===== src/hdl/polled_telemetry_responder_core_defines.svh =====
// Assertion macros shared by the responder modules.
`ifndef POLLED_TELEMETRY_RESPONDER_CORE_DEFINES_SVH
`define POLLED_TELEMETRY_RESPONDER_CORE_DEFINES_SVH

`ifndef NO_ASSERTIONS
`define PTR_ASSERT_CR(label, c, r, prop, msg) \
	label: assert property (@(posedge c) disable iff (!r) prop) else $error(msg);
`define PTR_ASSERT(label, prop, msg) \
	`PTR_ASSERT_CR(label, clk, arst_n, prop, msg)
`else
`define PTR_ASSERT_CR(label, c, r, prop, msg)
`define PTR_ASSERT(label, prop, msg)
`endif

`endif


===== src/hdl/ptr_pkg.sv =====
`default_nettype none
package ptr_pkg;

	localparam int unsigned VALUE_W     = 32;
	localparam int unsigned BYTE_W      = 8;
	localparam int unsigned SLOT_IDX_W  = 5;
	localparam int unsigned SKIP_W      = 4;
	localparam int unsigned ID_W        = 16;
	localparam int unsigned MASK_W      = 32;
	localparam int unsigned CFG_IDX_W   = 3;
	localparam int unsigned CFG_DATA_W  = 32;
	localparam int unsigned QUEUE_DEPTH = 2;
	localparam int unsigned FRAME_BYTES = 7;
	localparam int unsigned FRAME_W     = FRAME_BYTES * BYTE_W;

	localparam logic [BYTE_W-1:0] START_BYTE = 8'h7E;
	localparam logic [BYTE_W-1:0] ESC_BYTE   = 8'h7D;
	localparam logic [BYTE_W-1:0] ESC_START  = 8'h5E;
	localparam logic [BYTE_W-1:0] ESC_ESC    = 8'h5D;
	localparam logic [BYTE_W-1:0] CSUM_BASE  = 8'hFF;
	localparam logic [SKIP_W-1:0] SKIP_MAX   = 4'hF;

	localparam logic [CFG_IDX_W-1:0] CFG_ACTIVE_MASK   = 3'd0;
	localparam logic [CFG_IDX_W-1:0] CFG_POLL_ID       = 3'd1;
	localparam logic [CFG_IDX_W-1:0] CFG_ID_BASE       = 3'd2;
	localparam logic [CFG_IDX_W-1:0] CFG_SKIP_LIMIT    = 3'd3;
	localparam logic [CFG_IDX_W-1:0] CFG_DATA_HEADER   = 3'd4;
	localparam logic [CFG_IDX_W-1:0] CFG_NODATA_HEADER = 3'd5;

	localparam logic [MASK_W-1:0] ACTIVE_MASK_RST   = 32'hFE00_03FF;
	localparam logic [BYTE_W-1:0] POLL_ID_RST       = 8'h00;
	localparam logic [ID_W-1:0]   ID_BASE_RST       = 16'h5100;
	localparam logic [SKIP_W-1:0] SKIP_LIMIT_RST    = 4'd5;
	localparam logic [BYTE_W-1:0] DATA_HEADER_RST   = 8'h10;
	localparam logic [BYTE_W-1:0] NODATA_HEADER_RST = 8'h00;

	typedef struct packed {
		logic [MASK_W-1:0] active_mask;
		logic [BYTE_W-1:0] poll_id;
		logic [ID_W-1:0]   id_base;
		logic [SKIP_W-1:0] skip_limit;
		logic [BYTE_W-1:0] data_header;
		logic [BYTE_W-1:0] nodata_header;
	} cfg_t;

	typedef struct packed {
		logic                  is_poll;
		logic [SLOT_IDX_W-1:0] slot_index;
		logic [VALUE_W-1:0]    slot_value;
	} cmd_t;

	typedef struct packed {
		logic               valid;
		logic [FRAME_W-1:0] bytes;
	} frame_t;

	typedef enum logic [1:0] {
		B_IDLE,
		B_UPD,
		B_SEARCH,
		B_POLL
	} back_state_t;

endpackage
`default_nettype wire


===== src/hdl/ptr_if.sv =====
`default_nettype none
interface ptr_in_if;
	logic                            valid;
	logic                            ready;
	logic                            action;
	logic [ptr_pkg::BYTE_W-1:0]      rx_byte;
	logic [ptr_pkg::SLOT_IDX_W-1:0]  slot_index;
	logic [ptr_pkg::VALUE_W-1:0]     slot_value;
	modport source(output valid, action, rx_byte, slot_index, slot_value, input ready);
	modport sink(input valid, action, rx_byte, slot_index, slot_value, output ready);
endinterface

interface ptr_out_if;
	logic                       valid;
	logic                       ready;
	logic [ptr_pkg::BYTE_W-1:0] tx_byte;
	logic                       last_byte;
	modport source(output valid, tx_byte, last_byte, input ready);
	modport sink(input valid, tx_byte, last_byte, output ready);
endinterface

interface ptr_cfg_if;
	logic                           valid;
	logic                           ready;
	logic [ptr_pkg::CFG_IDX_W-1:0]  index;
	logic [ptr_pkg::CFG_DATA_W-1:0] data;
	modport source(output valid, index, data, input ready);
	modport sink(input valid, index, data, output ready);
endinterface
`default_nettype wire


===== src/hdl/polled_telemetry_responder_core.sv =====
`default_nettype none
// Answers polls on a half-duplex sensor bus from a set of value slots.
// The in_ch channel carries one word per received bus byte or per slot
// update; the block parses start and id bytes and queues updates and polls
// in a two-word queue, so in_ch keeps accepting one word per cycle while
// the queue has room. The out_ch channel carries the stuffed answer bytes,
// with last_byte set on the final byte of each frame. The cfg_ch channel
// writes the six configuration registers and is always ready.
// An update reads its slot in the slot engine and writes it only if the
// value differs. An answered poll leaves the queue, then the round-robin
// search examines slots (at most SLOT_COUNT, the slot store read overlaps
// the last one), then the frame goes to the framer, which forms the first
// byte and then the rest, 8 to 16 output bytes. Reset clears the parser,
// the queue, the slot valid and change flags, so all slots read as zero,
// and loads the register defaults; the first poll serves slot zero first.
// When the receiver stalls, the output byte holds, the framer waits, and
// the queue and then in_ch apply backpressure.
module polled_telemetry_responder_core #(
	parameter int SLOT_COUNT = 32
) (
	input  logic       clk,
	input  logic       arst_n,
	ptr_in_if.sink     in_ch,
	ptr_out_if.source  out_ch,
	ptr_cfg_if.sink    cfg_ch
);

	ptr_pkg::cfg_t   cfg_q;
	logic            q_push;
	logic            q_pop;
	logic            q_full;
	logic            q_empty;
	ptr_pkg::cmd_t   q_in;
	ptr_pkg::cmd_t   q_out;
	ptr_pkg::frame_t frm;
	logic            frm_ready;

	assign cfg_ch.ready = 1'b1;

	always_ff @(posedge clk or negedge arst_n) begin
		if (!arst_n) begin
			cfg_q.active_mask   <= ptr_pkg::ACTIVE_MASK_RST;
			cfg_q.poll_id       <= ptr_pkg::POLL_ID_RST;
			cfg_q.id_base       <= ptr_pkg::ID_BASE_RST;
			cfg_q.skip_limit    <= ptr_pkg::SKIP_LIMIT_RST;
			cfg_q.data_header   <= ptr_pkg::DATA_HEADER_RST;
			cfg_q.nodata_header <= ptr_pkg::NODATA_HEADER_RST;
		end else if (cfg_ch.valid) begin
			unique case (cfg_ch.index)
				ptr_pkg::CFG_ACTIVE_MASK:   cfg_q.active_mask   <= cfg_ch.data;
				ptr_pkg::CFG_POLL_ID:       cfg_q.poll_id       <= cfg_ch.data[7:0];
				ptr_pkg::CFG_ID_BASE:       cfg_q.id_base       <= cfg_ch.data[15:0];
				ptr_pkg::CFG_SKIP_LIMIT:    cfg_q.skip_limit    <= cfg_ch.data[3:0];
				ptr_pkg::CFG_DATA_HEADER:   cfg_q.data_header   <= cfg_ch.data[7:0];
				ptr_pkg::CFG_NODATA_HEADER: cfg_q.nodata_header <= cfg_ch.data[7:0];
				default: begin
				end
			endcase
		end
	end

	ptr_front u_front (
		.clk     (clk),
		.arst_n  (arst_n),
		.in_ch   (in_ch),
		.poll_id (cfg_q.poll_id),
		.q_full  (q_full),
		.q_push  (q_push),
		.q_data  (q_in)
	);

	ptr_queue u_queue (
		.clk       (clk),
		.arst_n    (arst_n),
		.push      (q_push),
		.push_data (q_in),
		.full      (q_full),
		.pop       (q_pop),
		.pop_data  (q_out),
		.empty     (q_empty)
	);

	ptr_back #(
		.SLOT_COUNT (SLOT_COUNT)
	) u_back (
		.clk       (clk),
		.arst_n    (arst_n),
		.cfg       (cfg_q),
		.q_empty   (q_empty),
		.q_pop     (q_pop),
		.q_data    (q_out),
		.frm_ready (frm_ready),
		.frm       (frm)
	);

	ptr_framer u_framer (
		.clk       (clk),
		.arst_n    (arst_n),
		.frm       (frm),
		.frm_ready (frm_ready),
		.out_ch    (out_ch)
	);

endmodule
`default_nettype wire


===== src/hdl/ptr_front.sv =====
`default_nettype none
module ptr_front (
	input  logic                       clk,
	input  logic                       arst_n,
	ptr_in_if.sink                     in_ch,
	input  logic [ptr_pkg::BYTE_W-1:0] poll_id,
	input  logic                       q_full,
	output logic                       q_push,
	output ptr_pkg::cmd_t              q_data
);

	logic expect_q;
	logic expect_d;
	logic acc;

	assign in_ch.ready = !q_full;
	assign acc = in_ch.valid && in_ch.ready;

	always_comb begin
		q_push            = 1'b0;
		expect_d          = expect_q;
		q_data.is_poll    = !in_ch.action;
		q_data.slot_index = in_ch.slot_index;
		q_data.slot_value = in_ch.slot_value;
		if (acc) begin
			priority if (in_ch.action) begin
				q_push = 1'b1;
			end else if (in_ch.rx_byte == ptr_pkg::START_BYTE) begin
				expect_d = 1'b1;
			end else if (expect_q) begin
				expect_d = 1'b0;
				q_push   = (in_ch.rx_byte == poll_id);
			end
		end
	end

	always_ff @(posedge clk or negedge arst_n) begin
		if (!arst_n) begin
			expect_q <= 1'b0;
		end else begin
			expect_q <= expect_d;
		end
	end

endmodule
`default_nettype wire


===== src/hdl/ptr_queue.sv =====
`default_nettype none
`include "polled_telemetry_responder_core_defines.svh"
module ptr_queue (
	input  logic          clk,
	input  logic          arst_n,
	input  logic          push,
	input  ptr_pkg::cmd_t push_data,
	output logic          full,
	input  logic          pop,
	output ptr_pkg::cmd_t pop_data,
	output logic          empty
);

	localparam int PW = $clog2(ptr_pkg::QUEUE_DEPTH);
	localparam int CW = $clog2(ptr_pkg::QUEUE_DEPTH + 1);

	ptr_pkg::cmd_t  mem_q [ptr_pkg::QUEUE_DEPTH];
	logic [PW-1:0]  wr_ptr_q;
	logic [PW-1:0]  rd_ptr_q;
	logic [CW-1:0]  cnt_q;

	assign full     = (cnt_q == CW'(ptr_pkg::QUEUE_DEPTH));
	assign empty    = (cnt_q == '0);
	assign pop_data = mem_q[rd_ptr_q];

	always_ff @(posedge clk or negedge arst_n) begin
		if (!arst_n) begin
			wr_ptr_q <= '0;
			rd_ptr_q <= '0;
			cnt_q    <= '0;
		end else begin
			if (push) begin
				wr_ptr_q <= wr_ptr_q + PW'(1);
			end
			if (pop) begin
				rd_ptr_q <= rd_ptr_q + PW'(1);
			end
			if (push && !pop) begin
				cnt_q <= cnt_q + CW'(1);
			end else if (pop && !push) begin
				cnt_q <= cnt_q - CW'(1);
			end
		end
	end

	always_ff @(posedge clk) begin
		if (push) begin
			mem_q[wr_ptr_q] <= push_data;
		end
	end

	`PTR_ASSERT(a_no_overflow, !(push && full && !pop), "Queue written while full.")

endmodule
`default_nettype wire


===== src/hdl/ptr_back.sv =====
`default_nettype none
`include "polled_telemetry_responder_core_defines.svh"
module ptr_back #(
	parameter int SLOT_COUNT = 32
) (
	input  logic            clk,
	input  logic            arst_n,
	input  ptr_pkg::cfg_t   cfg,
	input  logic            q_empty,
	output logic            q_pop,
	input  ptr_pkg::cmd_t   q_data,
	input  logic            frm_ready,
	output ptr_pkg::frame_t frm
);

	localparam int SW    = $clog2(SLOT_COUNT);
	localparam int ENT_W = ptr_pkg::SKIP_W + ptr_pkg::VALUE_W;

	logic [ENT_W-1:0]               mem [SLOT_COUNT];
	logic [SLOT_COUNT-1:0]          vld_q;
	logic [SLOT_COUNT-1:0]          chg_q;
	logic [SLOT_COUNT-1:0]          act;
	logic [ENT_W-1:0]               rd_q;
	logic                           rd_vld_q;

	ptr_pkg::back_state_t           state_q, state_d;
	logic [SW-1:0]                  n_q, n_d;
	logic [SW-1:0]                  tries_q, tries_d;
	logic [SW-1:0]                  last_q, last_d;
	ptr_pkg::cmd_t                  cmd_q, cmd_d;

	logic                           rd_en;
	logic [SW-1:0]                  rd_addr;
	logic                           we;
	logic [SW-1:0]                  wr_addr;
	logic [ENT_W-1:0]               wr_data;
	logic                           chg_set;
	logic                           chg_clr;

	logic [ENT_W-1:0]               cur;
	logic [ptr_pkg::SKIP_W-1:0]     cur_skips;
	logic [ptr_pkg::VALUE_W-1:0]    cur_val;
	logic [ptr_pkg::SKIP_W-1:0]     skips_next;
	logic [SW-1:0]                  upd_addr;
	logic                           upd_in_range;
	logic [SW-1:0]                  cand;
	logic                           send_data;
	logic [ptr_pkg::ID_W-1:0]       slot_id;

	for (genvar i = 0; i < SLOT_COUNT; i++) begin : g_act
		if (i < ptr_pkg::MASK_W) begin : g_mask
			assign act[i] = cfg.active_mask[i];
		end else begin : g_none
			assign act[i] = 1'b0;
		end
	end

	assign cur          = rd_vld_q ? rd_q : '0;
	assign cur_skips    = cur[ENT_W-1:ptr_pkg::VALUE_W];
	assign cur_val      = cur[ptr_pkg::VALUE_W-1:0];
	assign upd_addr     = SW'(cmd_q.slot_index);
	assign upd_in_range = ({27'd0, cmd_q.slot_index} < 32'(SLOT_COUNT));
	assign cand         = (n_q == SW'(SLOT_COUNT - 1)) ? '0 : n_q + SW'(1);
	assign send_data    = chg_q[n_q] || (cur_skips > cfg.skip_limit);
	assign slot_id      = cfg.id_base + ptr_pkg::ID_W'(n_q);
	assign skips_next   = send_data ? '0 :
		((cur_skips == ptr_pkg::SKIP_MAX) ? ptr_pkg::SKIP_MAX : cur_skips + 4'd1);

	always_comb begin
		state_d   = state_q;
		n_d       = n_q;
		tries_d   = tries_q;
		last_d    = last_q;
		cmd_d     = cmd_q;
		q_pop     = 1'b0;
		rd_en     = 1'b0;
		rd_addr   = n_q;
		we        = 1'b0;
		wr_addr   = n_q;
		wr_data   = {cur_skips, cur_val};
		chg_set   = 1'b0;
		chg_clr   = 1'b0;
		frm.valid = 1'b0;
		frm.bytes = send_data ? {cur_val, slot_id, cfg.data_header}
		                      : {48'd0, cfg.nodata_header};
		unique case (state_q)
			ptr_pkg::B_IDLE: begin
				if (!q_empty) begin
					q_pop = 1'b1;
					cmd_d = q_data;
					if (q_data.is_poll) begin
						n_d     = last_q;
						tries_d = '0;
						state_d = ptr_pkg::B_SEARCH;
					end else begin
						rd_en   = 1'b1;
						rd_addr = SW'(q_data.slot_index);
						state_d = ptr_pkg::B_UPD;
					end
				end
			end
			ptr_pkg::B_UPD: begin
				state_d = ptr_pkg::B_IDLE;
				if (upd_in_range && (cur_val != cmd_q.slot_value)) begin
					we      = 1'b1;
					wr_addr = upd_addr;
					wr_data = {cur_skips, cmd_q.slot_value};
					chg_set = 1'b1;
				end
			end
			ptr_pkg::B_SEARCH: begin
				n_d = cand;
				if (act[cand]) begin
					rd_en   = 1'b1;
					rd_addr = cand;
					state_d = ptr_pkg::B_POLL;
				end else if (tries_q == SW'(SLOT_COUNT - 1)) begin
					state_d = ptr_pkg::B_IDLE;
				end else begin
					tries_d = tries_q + SW'(1);
				end
			end
			ptr_pkg::B_POLL: begin
				frm.valid = 1'b1;
				if (frm_ready) begin
					we      = 1'b1;
					wr_addr = n_q;
					wr_data = {skips_next, cur_val};
					chg_clr = send_data;
					last_d  = n_q;
					state_d = ptr_pkg::B_IDLE;
				end
			end
		endcase
	end

	always_ff @(posedge clk or negedge arst_n) begin
		if (!arst_n) begin
			state_q <= ptr_pkg::B_IDLE;
			n_q     <= '0;
			tries_q <= '0;
			last_q  <= SW'(SLOT_COUNT - 1);
			vld_q   <= '0;
			chg_q   <= '0;
		end else begin
			state_q <= state_d;
			n_q     <= n_d;
			tries_q <= tries_d;
			last_q  <= last_d;
			if (we) begin
				vld_q[wr_addr] <= 1'b1;
			end
			if (chg_set) begin
				chg_q[wr_addr] <= 1'b1;
			end else if (chg_clr) begin
				chg_q[wr_addr] <= 1'b0;
			end
		end
	end

	always_ff @(posedge clk) begin
		cmd_q <= cmd_d;
		if (we) begin
			mem[wr_addr] <= wr_data;
		end
		if (rd_en) begin
			rd_q     <= mem[rd_addr];
			rd_vld_q <= vld_q[rd_addr];
		end
	end

	`PTR_ASSERT(a_write_state, we |-> (state_q == ptr_pkg::B_UPD || state_q == ptr_pkg::B_POLL), "Slot store written outside an update or poll.")
	`PTR_ASSERT(a_poll_active, state_q == ptr_pkg::B_POLL |-> act[n_q], "Poll answer picked an inactive slot.")

endmodule
`default_nettype wire


===== src/hdl/ptr_framer.sv =====
`default_nettype none
`include "polled_telemetry_responder_core_defines.svh"
module ptr_framer (
	input  logic            clk,
	input  logic            arst_n,
	input  ptr_pkg::frame_t frm,
	output logic            frm_ready,
	ptr_out_if.source       out_ch
);

	logic                        busy_q, busy_d;
	logic                        pend_q, pend_d;
	logic                        out_v_q, out_v_d;
	logic [ptr_pkg::FRAME_W-1:0] sh_q, sh_d;
	logic [2:0]                  idx_q, idx_d;
	logic [ptr_pkg::BYTE_W-1:0]  sum_q, sum_d;
	logic [ptr_pkg::BYTE_W-1:0]  pend_byte_q, pend_byte_d;
	logic                        pend_last_q, pend_last_d;
	logic [ptr_pkg::BYTE_W-1:0]  tx_q, tx_d;
	logic                        last_q, last_d;

	logic                        adv;
	logic                        is_last;
	logic [ptr_pkg::BYTE_W-1:0]  cur;
	logic [ptr_pkg::BYTE_W:0]    sum_t;
	logic [ptr_pkg::BYTE_W-1:0]  sum_n;
	logic                        needs_esc;

	assign frm_ready        = !busy_q;
	assign out_ch.valid     = out_v_q;
	assign out_ch.tx_byte   = tx_q;
	assign out_ch.last_byte = last_q;

	assign adv       = busy_q && (!out_v_q || out_ch.ready);
	assign is_last   = (idx_q == 3'd7);
	assign cur       = is_last ? (ptr_pkg::CSUM_BASE - sum_q) : sh_q[ptr_pkg::BYTE_W-1:0];
	assign sum_t     = {1'b0, sum_q} + {1'b0, cur};
	assign sum_n     = sum_t[ptr_pkg::BYTE_W-1:0] + {7'd0, sum_t[ptr_pkg::BYTE_W]};
	assign needs_esc = (cur == ptr_pkg::START_BYTE) || (cur == ptr_pkg::ESC_BYTE);

	always_comb begin
		busy_d      = busy_q;
		pend_d      = pend_q;
		out_v_d     = out_v_q && !out_ch.ready;
		sh_d        = sh_q;
		idx_d       = idx_q;
		sum_d       = sum_q;
		pend_byte_d = pend_byte_q;
		pend_last_d = pend_last_q;
		tx_d        = tx_q;
		last_d      = last_q;
		priority if (!busy_q && frm.valid) begin
			busy_d = 1'b1;
			pend_d = 1'b0;
			sh_d   = frm.bytes;
			idx_d  = '0;
			sum_d  = '0;
		end else if (adv) begin
			out_v_d = 1'b1;
			if (pend_q) begin
				tx_d   = pend_byte_q;
				last_d = pend_last_q;
				pend_d = 1'b0;
				busy_d = !pend_last_q;
			end else begin
				sum_d = sum_n;
				sh_d  = sh_q >> ptr_pkg::BYTE_W;
				idx_d = idx_q + 3'd1;
				if (needs_esc) begin
					tx_d        = ptr_pkg::ESC_BYTE;
					last_d      = 1'b0;
					pend_d      = 1'b1;
					pend_byte_d = (cur == ptr_pkg::START_BYTE) ? ptr_pkg::ESC_START
					                                           : ptr_pkg::ESC_ESC;
					pend_last_d = is_last;
				end else begin
					tx_d   = cur;
					last_d = is_last;
					busy_d = !is_last;
				end
			end
		end
	end

	always_ff @(posedge clk or negedge arst_n) begin
		if (!arst_n) begin
			busy_q  <= 1'b0;
			pend_q  <= 1'b0;
			out_v_q <= 1'b0;
		end else begin
			busy_q  <= busy_d;
			pend_q  <= pend_d;
			out_v_q <= out_v_d;
		end
	end

	always_ff @(posedge clk) begin
		sh_q        <= sh_d;
		idx_q       <= idx_d;
		sum_q       <= sum_d;
		pend_byte_q <= pend_byte_d;
		pend_last_q <= pend_last_d;
		tx_q        <= tx_d;
		last_q      <= last_d;
	end

	`PTR_ASSERT(a_esc_follow, out_v_q && out_ch.ready && tx_q == ptr_pkg::ESC_BYTE |=> out_v_q && (tx_q == ptr_pkg::ESC_START || tx_q == ptr_pkg::ESC_ESC), "Escape byte not followed by its code.")
	`PTR_ASSERT(a_esc_not_last, out_v_q && tx_q == ptr_pkg::ESC_BYTE |-> !last_q, "Frame ends on an escape byte.")

endmodule
`default_nettype wire


===== src/flat_wrapper.sv =====
// flat-port wrapper written by rule: the top's interface ports become plain ports
module polled_telemetry_responder_core_flat 
#(
	parameter int SLOT_COUNT = 32
)
  (clk, arst_n, in_ch_valid, in_ch_action, in_ch_rx_byte, in_ch_slot_index, in_ch_slot_value, in_ch_ready, out_ch_valid, out_ch_tx_byte, out_ch_last_byte, out_ch_ready, cfg_ch_valid, cfg_ch_index, cfg_ch_data, cfg_ch_ready);
  ptr_in_if in_ch_i ();
  ptr_out_if out_ch_i ();
  ptr_cfg_if cfg_ch_i ();
  input  logic clk;
  input  logic arst_n;
  input wire logic [$bits(in_ch_i.valid)-1:0] in_ch_valid;
  input wire logic [$bits(in_ch_i.action)-1:0] in_ch_action;
  input wire logic [$bits(in_ch_i.rx_byte)-1:0] in_ch_rx_byte;
  input wire logic [$bits(in_ch_i.slot_index)-1:0] in_ch_slot_index;
  input wire logic [$bits(in_ch_i.slot_value)-1:0] in_ch_slot_value;
  output wire logic [$bits(in_ch_i.ready)-1:0] in_ch_ready;
  output wire logic [$bits(out_ch_i.valid)-1:0] out_ch_valid;
  output wire logic [$bits(out_ch_i.tx_byte)-1:0] out_ch_tx_byte;
  output wire logic [$bits(out_ch_i.last_byte)-1:0] out_ch_last_byte;
  input wire logic [$bits(out_ch_i.ready)-1:0] out_ch_ready;
  input wire logic [$bits(cfg_ch_i.valid)-1:0] cfg_ch_valid;
  input wire logic [$bits(cfg_ch_i.index)-1:0] cfg_ch_index;
  input wire logic [$bits(cfg_ch_i.data)-1:0] cfg_ch_data;
  output wire logic [$bits(cfg_ch_i.ready)-1:0] cfg_ch_ready;
  assign in_ch_i.valid = in_ch_valid;
  assign in_ch_i.action = in_ch_action;
  assign in_ch_i.rx_byte = in_ch_rx_byte;
  assign in_ch_i.slot_index = in_ch_slot_index;
  assign in_ch_i.slot_value = in_ch_slot_value;
  assign in_ch_ready = in_ch_i.ready;
  assign out_ch_valid = out_ch_i.valid;
  assign out_ch_tx_byte = out_ch_i.tx_byte;
  assign out_ch_last_byte = out_ch_i.last_byte;
  assign out_ch_i.ready = out_ch_ready;
  assign cfg_ch_i.valid = cfg_ch_valid;
  assign cfg_ch_i.index = cfg_ch_index;
  assign cfg_ch_i.data = cfg_ch_data;
  assign cfg_ch_ready = cfg_ch_i.ready;
  polled_telemetry_responder_core #(.SLOT_COUNT(SLOT_COUNT)) u_core (.clk(clk), .arst_n(arst_n), .in_ch(in_ch_i), .out_ch(out_ch_i), .cfg_ch(cfg_ch_i));
endmodule

===== config.mk =====
export PLATFORM = sky130hd
export DESIGN_NAME = polled_telemetry_responder_core_flat
export DESIGN_NICKNAME = d
export VERILOG_FILES = /design/src/hdl/ptr_pkg.sv /design/src/hdl/ptr_if.sv /design/src/hdl/polled_telemetry_responder_core.sv /design/src/hdl/ptr_front.sv /design/src/hdl/ptr_queue.sv /design/src/hdl/ptr_back.sv /design/src/hdl/ptr_framer.sv /design/src/flat_wrapper.sv
export VERILOG_INCLUDE_DIRS = /design/src /design/src/hdl
export SDC_FILE = /design/constraint.sdc
export NUM_CORES = 2
export LEC_CHECK = 0
export BUFFER_PORTS_ARGS = -buffer_cell sky130_fd_sc_hd__buf_2
export CAP_MARGIN = 20
export CORE_MARGIN = 5
export CORE_UTILIZATION = 45
export DETAILED_ROUTE_END_ITERATION = 10
export SLEW_MARGIN = 10
export SYNTH_ARGS = -nofsm -noshare
export SYNTH_HDL_FRONTEND = slang
export SYNTH_SLANG_ARGS = --single-unit

===== constraint.sdc =====
create_clock -name clk -period 7.8 [get_ports clk]
set_input_delay 1.17 -clock clk [delete_from_list [all_inputs] [get_ports clk]]
set_output_delay 1.17 -clock clk [all_outputs]
set_load 0.03 [all_outputs]

; ---- Word level (Yosys, flattened, before mapping)
; Memory sizes are Yosys's and may differ from the RTL's. A register that Yosys moved wholly into a read port is not among the register bits.
; Index checks and enable logic that the tools add are counted.
; W data, S select, Z words.
[op_classes]
n_addsub = 12
n_lt_le_gt_ge = 6
eq_ne = 26
muxes = 81
n_bitwise = 9
n_reduce_logical = 43
[op_table]
columns = operator, n
row1 = $mux W56, 4
row2 = $mux W32, 3
row3 = $mux W36, 2
row4 = $pmux W36 S2, 1
row5 = $or A32 B32 Y32, 2
row6 = $mux W5, 12
row7 = $mux W1, 36
row8 = $and A32 B32 Y32, 1
row9 = $ne A32 B32 Y1, 1
row10 = $not A32 Y32, 1
row11 = $pmux W5 S2, 3
row12 = $reduce_and A2 Y1, 13
row13 = $eq A8 B7 Y1 const B, 3
row14 = $lt A5 B6 Y1 const B, 4
row15 = $mux W8, 3
row16 = $add A16 B5 Y16, 1
row17 = $mux W2, 8
row18 = $bmux W1 S5, 3
row19 = $add A5 B1 Y5 const B, 2
row20 = $eq A5 B5 Y1 const B, 2
row21 = $ne A2 B2 Y1 const B, 5
row22 = $add A8 B8 Y9, 1
row23 = $eq A3 B3 Y1 const B, 3
row24 = $logic_not A1 Y1, 9
row25 = other kinds (31), 54
[totals]
regBits = 288
ramBits = 1228
input_bits = 86
output_inout_bits = 12
elab_cells = 208
n_memories = 2
[memory_table]
columns = name, depth, width, rd, rd_ports_with_merged_regs, write_ports, line
row1 = u_core.u_back.mem, 32, 36, 1, 1, 1, ptr_back.sv:19  ; logic [ENT_W-1:0] mem [SLOT_COUNT];
row2 = u_core.u_queue.mem_q, 2, 38, 1, 0, 1, ptr_queue.sv:17  ; ptr_pkg::cmd_t mem_q [ptr_pkg::QUEUE_DEPTH];

; ---- Longest topological paths before layout
[depth]
word_depth = 12
ltp_mapped = 21
ltp_nobuf = 20

; ---- By module
; From an unflattened synthesis, not the netlist that was laid out.
[hier_totals]
cells_unflattened = 3883
hier_area_um2 = 62860.3
[by_module_without_submodules]
columns = mod, instances, cells_per_inst, area_each_um2, seq_area_each_um2
row1 = ptr_back, 1, 3117, 52421.5, 38848.5
row2 = ptr_framer, 1, 405, 4075.2, 2337.2
row3 = ptr_queue, 1, 134, 2975.4, 2382.3
row4 = polled_telemetry_responder_core, 1, 167, 2931.6, 1930.6
row5 = ptr_front, 1, 60, 456.7, 25.0

; ---- Worst setup path after synthesis
; OpenSTA, ideal clock, no wires.
[synth_path]
path_kind = input to register
start = input port in_ch_rx_byte[6]
end = memory u_core.u_queue.mem_q[0][0] in the netlist's numbering, enable pin
setup_time_ns = 0.480
arrival_time_ns = 4.540
slack_ns = 2.779
cell_stages = 6
n_path_buf = 0
path_cell_list = xor2_1 nor4_1 o2111ai_1 nor4_1 nor2_1 nor3_1
[synth_between]
elab_chain_len = 7
word_cells_on_any_way = 8
cone_classes = 2 x eq/ne / 6 x mux
[synth_lines]
columns = item, line
row1 = start: declaration, flat_wrapper.sv:14  ; input wire logic [$bits(in_ch_i.rx_byte)-1:0] in_ch_rx_byte;
row2 = $eq A8 B8 Y1, ptr_front.sv:32  ; q_push = (in_ch.rx_byte == poll_id);
row3 = $mux W1, ptr_front.sv:30  ; end else if (expect_q) begin
row4 = $mux W1 (*), ptr_front.sv:28  ; end else if (in_ch.rx_byte == ptr_pkg::START_BYTE) begin
row5 = $mux W1 (*), ptr_front.sv:26  ; priority if (in_ch.action) begin
row6 = $mux W1 (*), ptr_front.sv:25  ; if (acc) begin
row7 = $mux W1 (*), ptr_queue.sv:47  ; if (push) begin
row8 = $mux W1 (implied by the code) (*), ptr_queue.sv:48  ; mem_q[wr_ptr_q] <= push_data;
row9 = end: declaration, ptr_queue.sv:17
; Every way passes the cells marked *; elsewhere a longest branch is shown, timed or not.

; ---- Final worst setup path
[layout_path]
start = register u_core.u_back.n_q[0]
end = register u_core.u_back.rd_q[26] (read register of u_core.u_back.mem) (data pin)
[layout_between]
elab_chain_len = 6
word_cells_on_any_way = 11
cone_classes = 1 x add/sub / 1 x eq/ne / 9 x mux
[layout_lines]
columns = item, line
row1 = start: declaration, ptr_back.sv:27  ; logic [SW-1:0] n_q, n_d;
row2 = start signal: assignment, ptr_back.sv:147  ; n_q <= n_d;
row3 = $add A5 B1 Y5 / $eq A5 B5 Y1 (equally long branches), ptr_back.sv:63  ; assign cand = (n_q == SW'(SLOT_COUNT - 1)) ? '0 : n_q + SW'(1);
row4 = $mux W5 (*), ptr_back.sv:63
row5 = $bmux W1 S5 (*), ptr_back.sv:113  ; if (act[cand]) begin
row6 = $mux W1 (implied by the code) (*), ptr_back.sv:113
row7 = $mux W1 (*), ptr_back.sv:113
row8 = $pmux W1 S2 (*), ptr_back.sv:86  ; unique case (state_q)
row9 = net u_core.u_back.rd_en, ptr_back.sv:32  ; logic rd_en;
row10 = end: declaration, ptr_back.sv:23  ; logic [ENT_W-1:0] rd_q;
; The timed path passes the listed nets; every way through them passes the cells marked *. The select of a mux whose other input is x is not followed.
; A chain may end at the register's enable or synchronous reset.

==> results.yml <==
setup_path:
  cp_max_fo: 40
  setup.worst_path.start: "u_core.u_back.n_q[0]$_DFFE_PN0P_"
  r2r-start: "u_core.u_back.n_q[0]$_DFFE_PN0P_"
  cp-end-kind: "flop"
  cp-endpoint: "u_core.u_back.rd_q[26]$_DFFE_PP_"
  required_ns: 8.42
  critPathKind: "reg -> reg"
  ff2ff_setup_slack_ns: 1.47
  start_kind: "flop"
  r2r-end: "u_core.u_back.rd_q[26]$_DFFE_PP_"
  r2r_cells: 15
  cp.arrival_ns: 6.95
synthesis:
  synth_seq_cells: 1546
  async_reset_ff_share_pct: 10.67
  synth_area_um2: 63870
  synth_area_leaders: "edfxtp_1, dfrtp_1, nand2_1, mux2_2, mux2i_1"
  ys_top_cells_by_count: "edfxtp_1, nand2_1, nand3_1, mux2_2, clkbuf_1"
  synth_fp_nets: 4392
  syn_inst: 4277
  yosysSeqAreaShare_pct: 71.27
  synth_top_area_share_pct: 64.41
  synth-edff-count: 1370
  yosysWarnings: 0
  syn_area_per_cell_um2: 14.93
  synth_ff_type: "edfxtp_1"
  ys_types: 87
  synth_top_area_cell: "edfxtp_1"
  yosys.cell_count.top_type: "edfxtp_1"
placement:
  port_buffers: 96
  post-dp-hpwl_um: 98750
  globalplace.congestion: 0.8123
routing:
  dr.pass1.iters: 7
  route.met2.wl_um: 86520
  wl_per_cell_um: 28.35
  detailroute.wirelength.met3_um: 15060
  drtIter0Drc: 4534
  ant_nets: 0
  viasPerCell: 6.007
  route.final.wire_length_um: 181600
  topRoutingLayerUsed: "met4"
  drt-met1-wl_um: 74540
  vias: 38480
  drc: 0
sta:
  setup_violations: 0
  max-slew-margin-rel_pct: 22.44
  fin_setup_tns_ns: 0
  min_period_ns: 6.330
  finalHoldViolCount: 0
  fmax_mhz: 158.0
  finalMaxSlewViolations: 0
  fin_skew_ns: 0.03234
  final_min_period_over_clock_period_pct: 81.16
  rsz0062_at_grt: "no"
  tightest_slew_ns: 1.163
floorplan:
  placement_rows: 138
  initial_core_util_pct: 45.22
  num_io_pins: 98
  die_w_um: 386.7
  fp.dieH_um: 386.7
  dieArea_um2: 149600
  core-area_um2: 141200
clocking:
  cts_tree: "yes"
  htreeDepth: 4
  post_cts_buffers: 0
  ctsLongestPathBuffers: 3
  cts_resized: 0
  clkLatencyLatePin_ns: 0.79
  cts.sinks: 1546
  ctsHoldBuffers: 0
  cts_made_buffers: 158
  path_clk_slew_ns: 0.06
  root_buffer: "clkbuf_16"
hold_path:
  hold_class: "in -> async"
cells_and_area:
  fill_cells: 11690
  n_antenna_cell: 0
  fin_nets: 4504
  area_growth_pct: 13.05
  layout-drive-gt1-share_pct: 20.00
grt:
  grt_first_pass_wirelength_um: 262100
  grt_max_degree: 138
  grt_pass1_vias: 37200
  grt_use_total_pct: 23.71
  overflow: 0
  antenna_found_initial: 4
run_status:
  status: "finished, final reports clean"
job:
  max-cap-violations: 0
[state kept, by name, summed over array words and instances, names as in the netlist, 2 cells and up, named ones only]
signal                          cells
u_core.u_back.mem                1152
u_core.cfg_q                       76
u_core.u_queue.mem_q               76
u_core.u_framer.sh_q               56
u_core.u_back.rd_q                 36
u_core.u_back.cmd_q                32
u_core.u_back.vld_q                32
u_core.u_framer.out_ch.tx_byte      8
u_core.u_framer.sum_q               8
u_core.u_back.last_q                5
u_core.u_back.n_q                   5
u_core.u_back.tries_q               5
u_core.u_back.upd_addr              5
u_core.u_framer.idx_q               3
u_core.u_back.state_q               2
u_core.u_framer.pend_byte_q         2
u_core.u_queue.cnt_q                2
[layer usage]
metal	vias to the layer above	GRT usage (%)
met5	-	0
met4	0	6.994
met3	333	4.879
met2	1660	38.65
met1	19760	32.42
li1	16730	-
[cell type report]
cell class / count / area [um2] / area share (%)
flip-flops and latches: 1546 / 45520 / 63.05
inverters: 63 / 236.5 / 0.3275
well taps: 1890 / 2365 / 3.275
clock buffers: 219 / 4392 / 6.082
clock inverters: 68 / 526.8 / 0.7295
repair buffers: 232 / 1867 / 2.585
multi-input cells: 2388 / 17300 / 23.95
[placed cells by master (no fill, tap or decap), drive strengths merged, types with 8 or more instances in the layout]
master	instances
or2	38
a31o	120
mux2i	134
a31oi	48
nor3	17
nand2	681
clkbuf	219
clkinv	54
a21oi	29
nand3	174
buf	232
o211ai	41
xnor2	34
mux2	156
o31ai	15
edfxtp	1370
and3	129
inv	67
nor4bb	8
nor2	66
dfstp	28
a32oi	82
mux4	49
a211oi	149
and2	14
o21ai	134
a22o	104
nor2b	9
o41ai	18
a21o	9
ha	27
dfrtp	137
dfxtp	11
xor2	20
[stage by stage]
step / hold WS [ns] / cell area, um2 / instances / util (%) / worst slack (ns)
after CTS: 0.2328 / 71870 / 6385 / 50.88 / 1.495
after global placement: 0.4460 / 66900 / 6095 / 47.37 / 1.661
final: 0.2719 / 72210 / 6406 / 51.12 / 1.470
after detailed placement: 0.4443 / 66950 / 6098 / 47.40 / 1.520
after global routing: 0.2543 / 72210 / 6406 / 51.12 / 1.192
after floorplan: 0.4302 / 63870 / 4277 / - / 2.779
[cells by family (layout without fill, tap and decap cells)]
family	after synthesis	count (layout)	synth area share [%]
flip-flops	1546	1546	71.27
AND/OR/NAND/NOR	1178	1178	8.388
AO/OA/AOI/OAI	787	787	9.881
buffers and inverters	343	582	2.507
multiplexers	339	339	6.590
XOR/XNOR	54	54	0.7640
adder cells (fa/ha/maj)	29	29	0.5916
other	1	1	0.005871
[worst min-delay path by stage]
stage | start | end | slack (ns)
finish | arst_n | u_core.u_framer.out_ch.valid$_DFF_PN0_ | 0.27
global route | arst_n | u_core.u_framer.out_ch.valid$_DFF_PN0_ | 0.25
CTS | arst_n | u_core.u_framer.out_ch.valid$_DFF_PN0_ | 0.23
detailed placement | u_core.u_back.vld_q[18]$_DFFE_PN0P_ | u_core.u_back.vld_q[18]$_DFFE_PN0P_ | 0.44
global placement | u_core.u_back.vld_q[26]$_DFFE_PN0P_ | u_core.u_back.vld_q[26]$_DFFE_PN0P_ | 0.45
floorplan | u_core.u_back.vld_q[18]$_DFFE_PN0P_ | u_core.u_back.vld_q[18]$_DFFE_PN0P_ | 0.43
[critical path, cell delays in order, from the launching register on]
cell,delay (ns)
dfrtp_1,1.04
ha_1,0.41
and3_1,0.19
ha_1,0.43
nor2_2,0.15
mux4_2,0.40
nor2_1,0.08
o311a_1,0.46
o211ai_4,0.26
buf_4,0.74
o221a_2,0.36
buf_4,0.63
nor3b_4,0.06
buf_4,0.40
a22o_1,0.32
a211oi_2,0.15
Power is not shown: default switching activity piles up to over one toggle a cycle in this logic, so the estimate is an artifact.
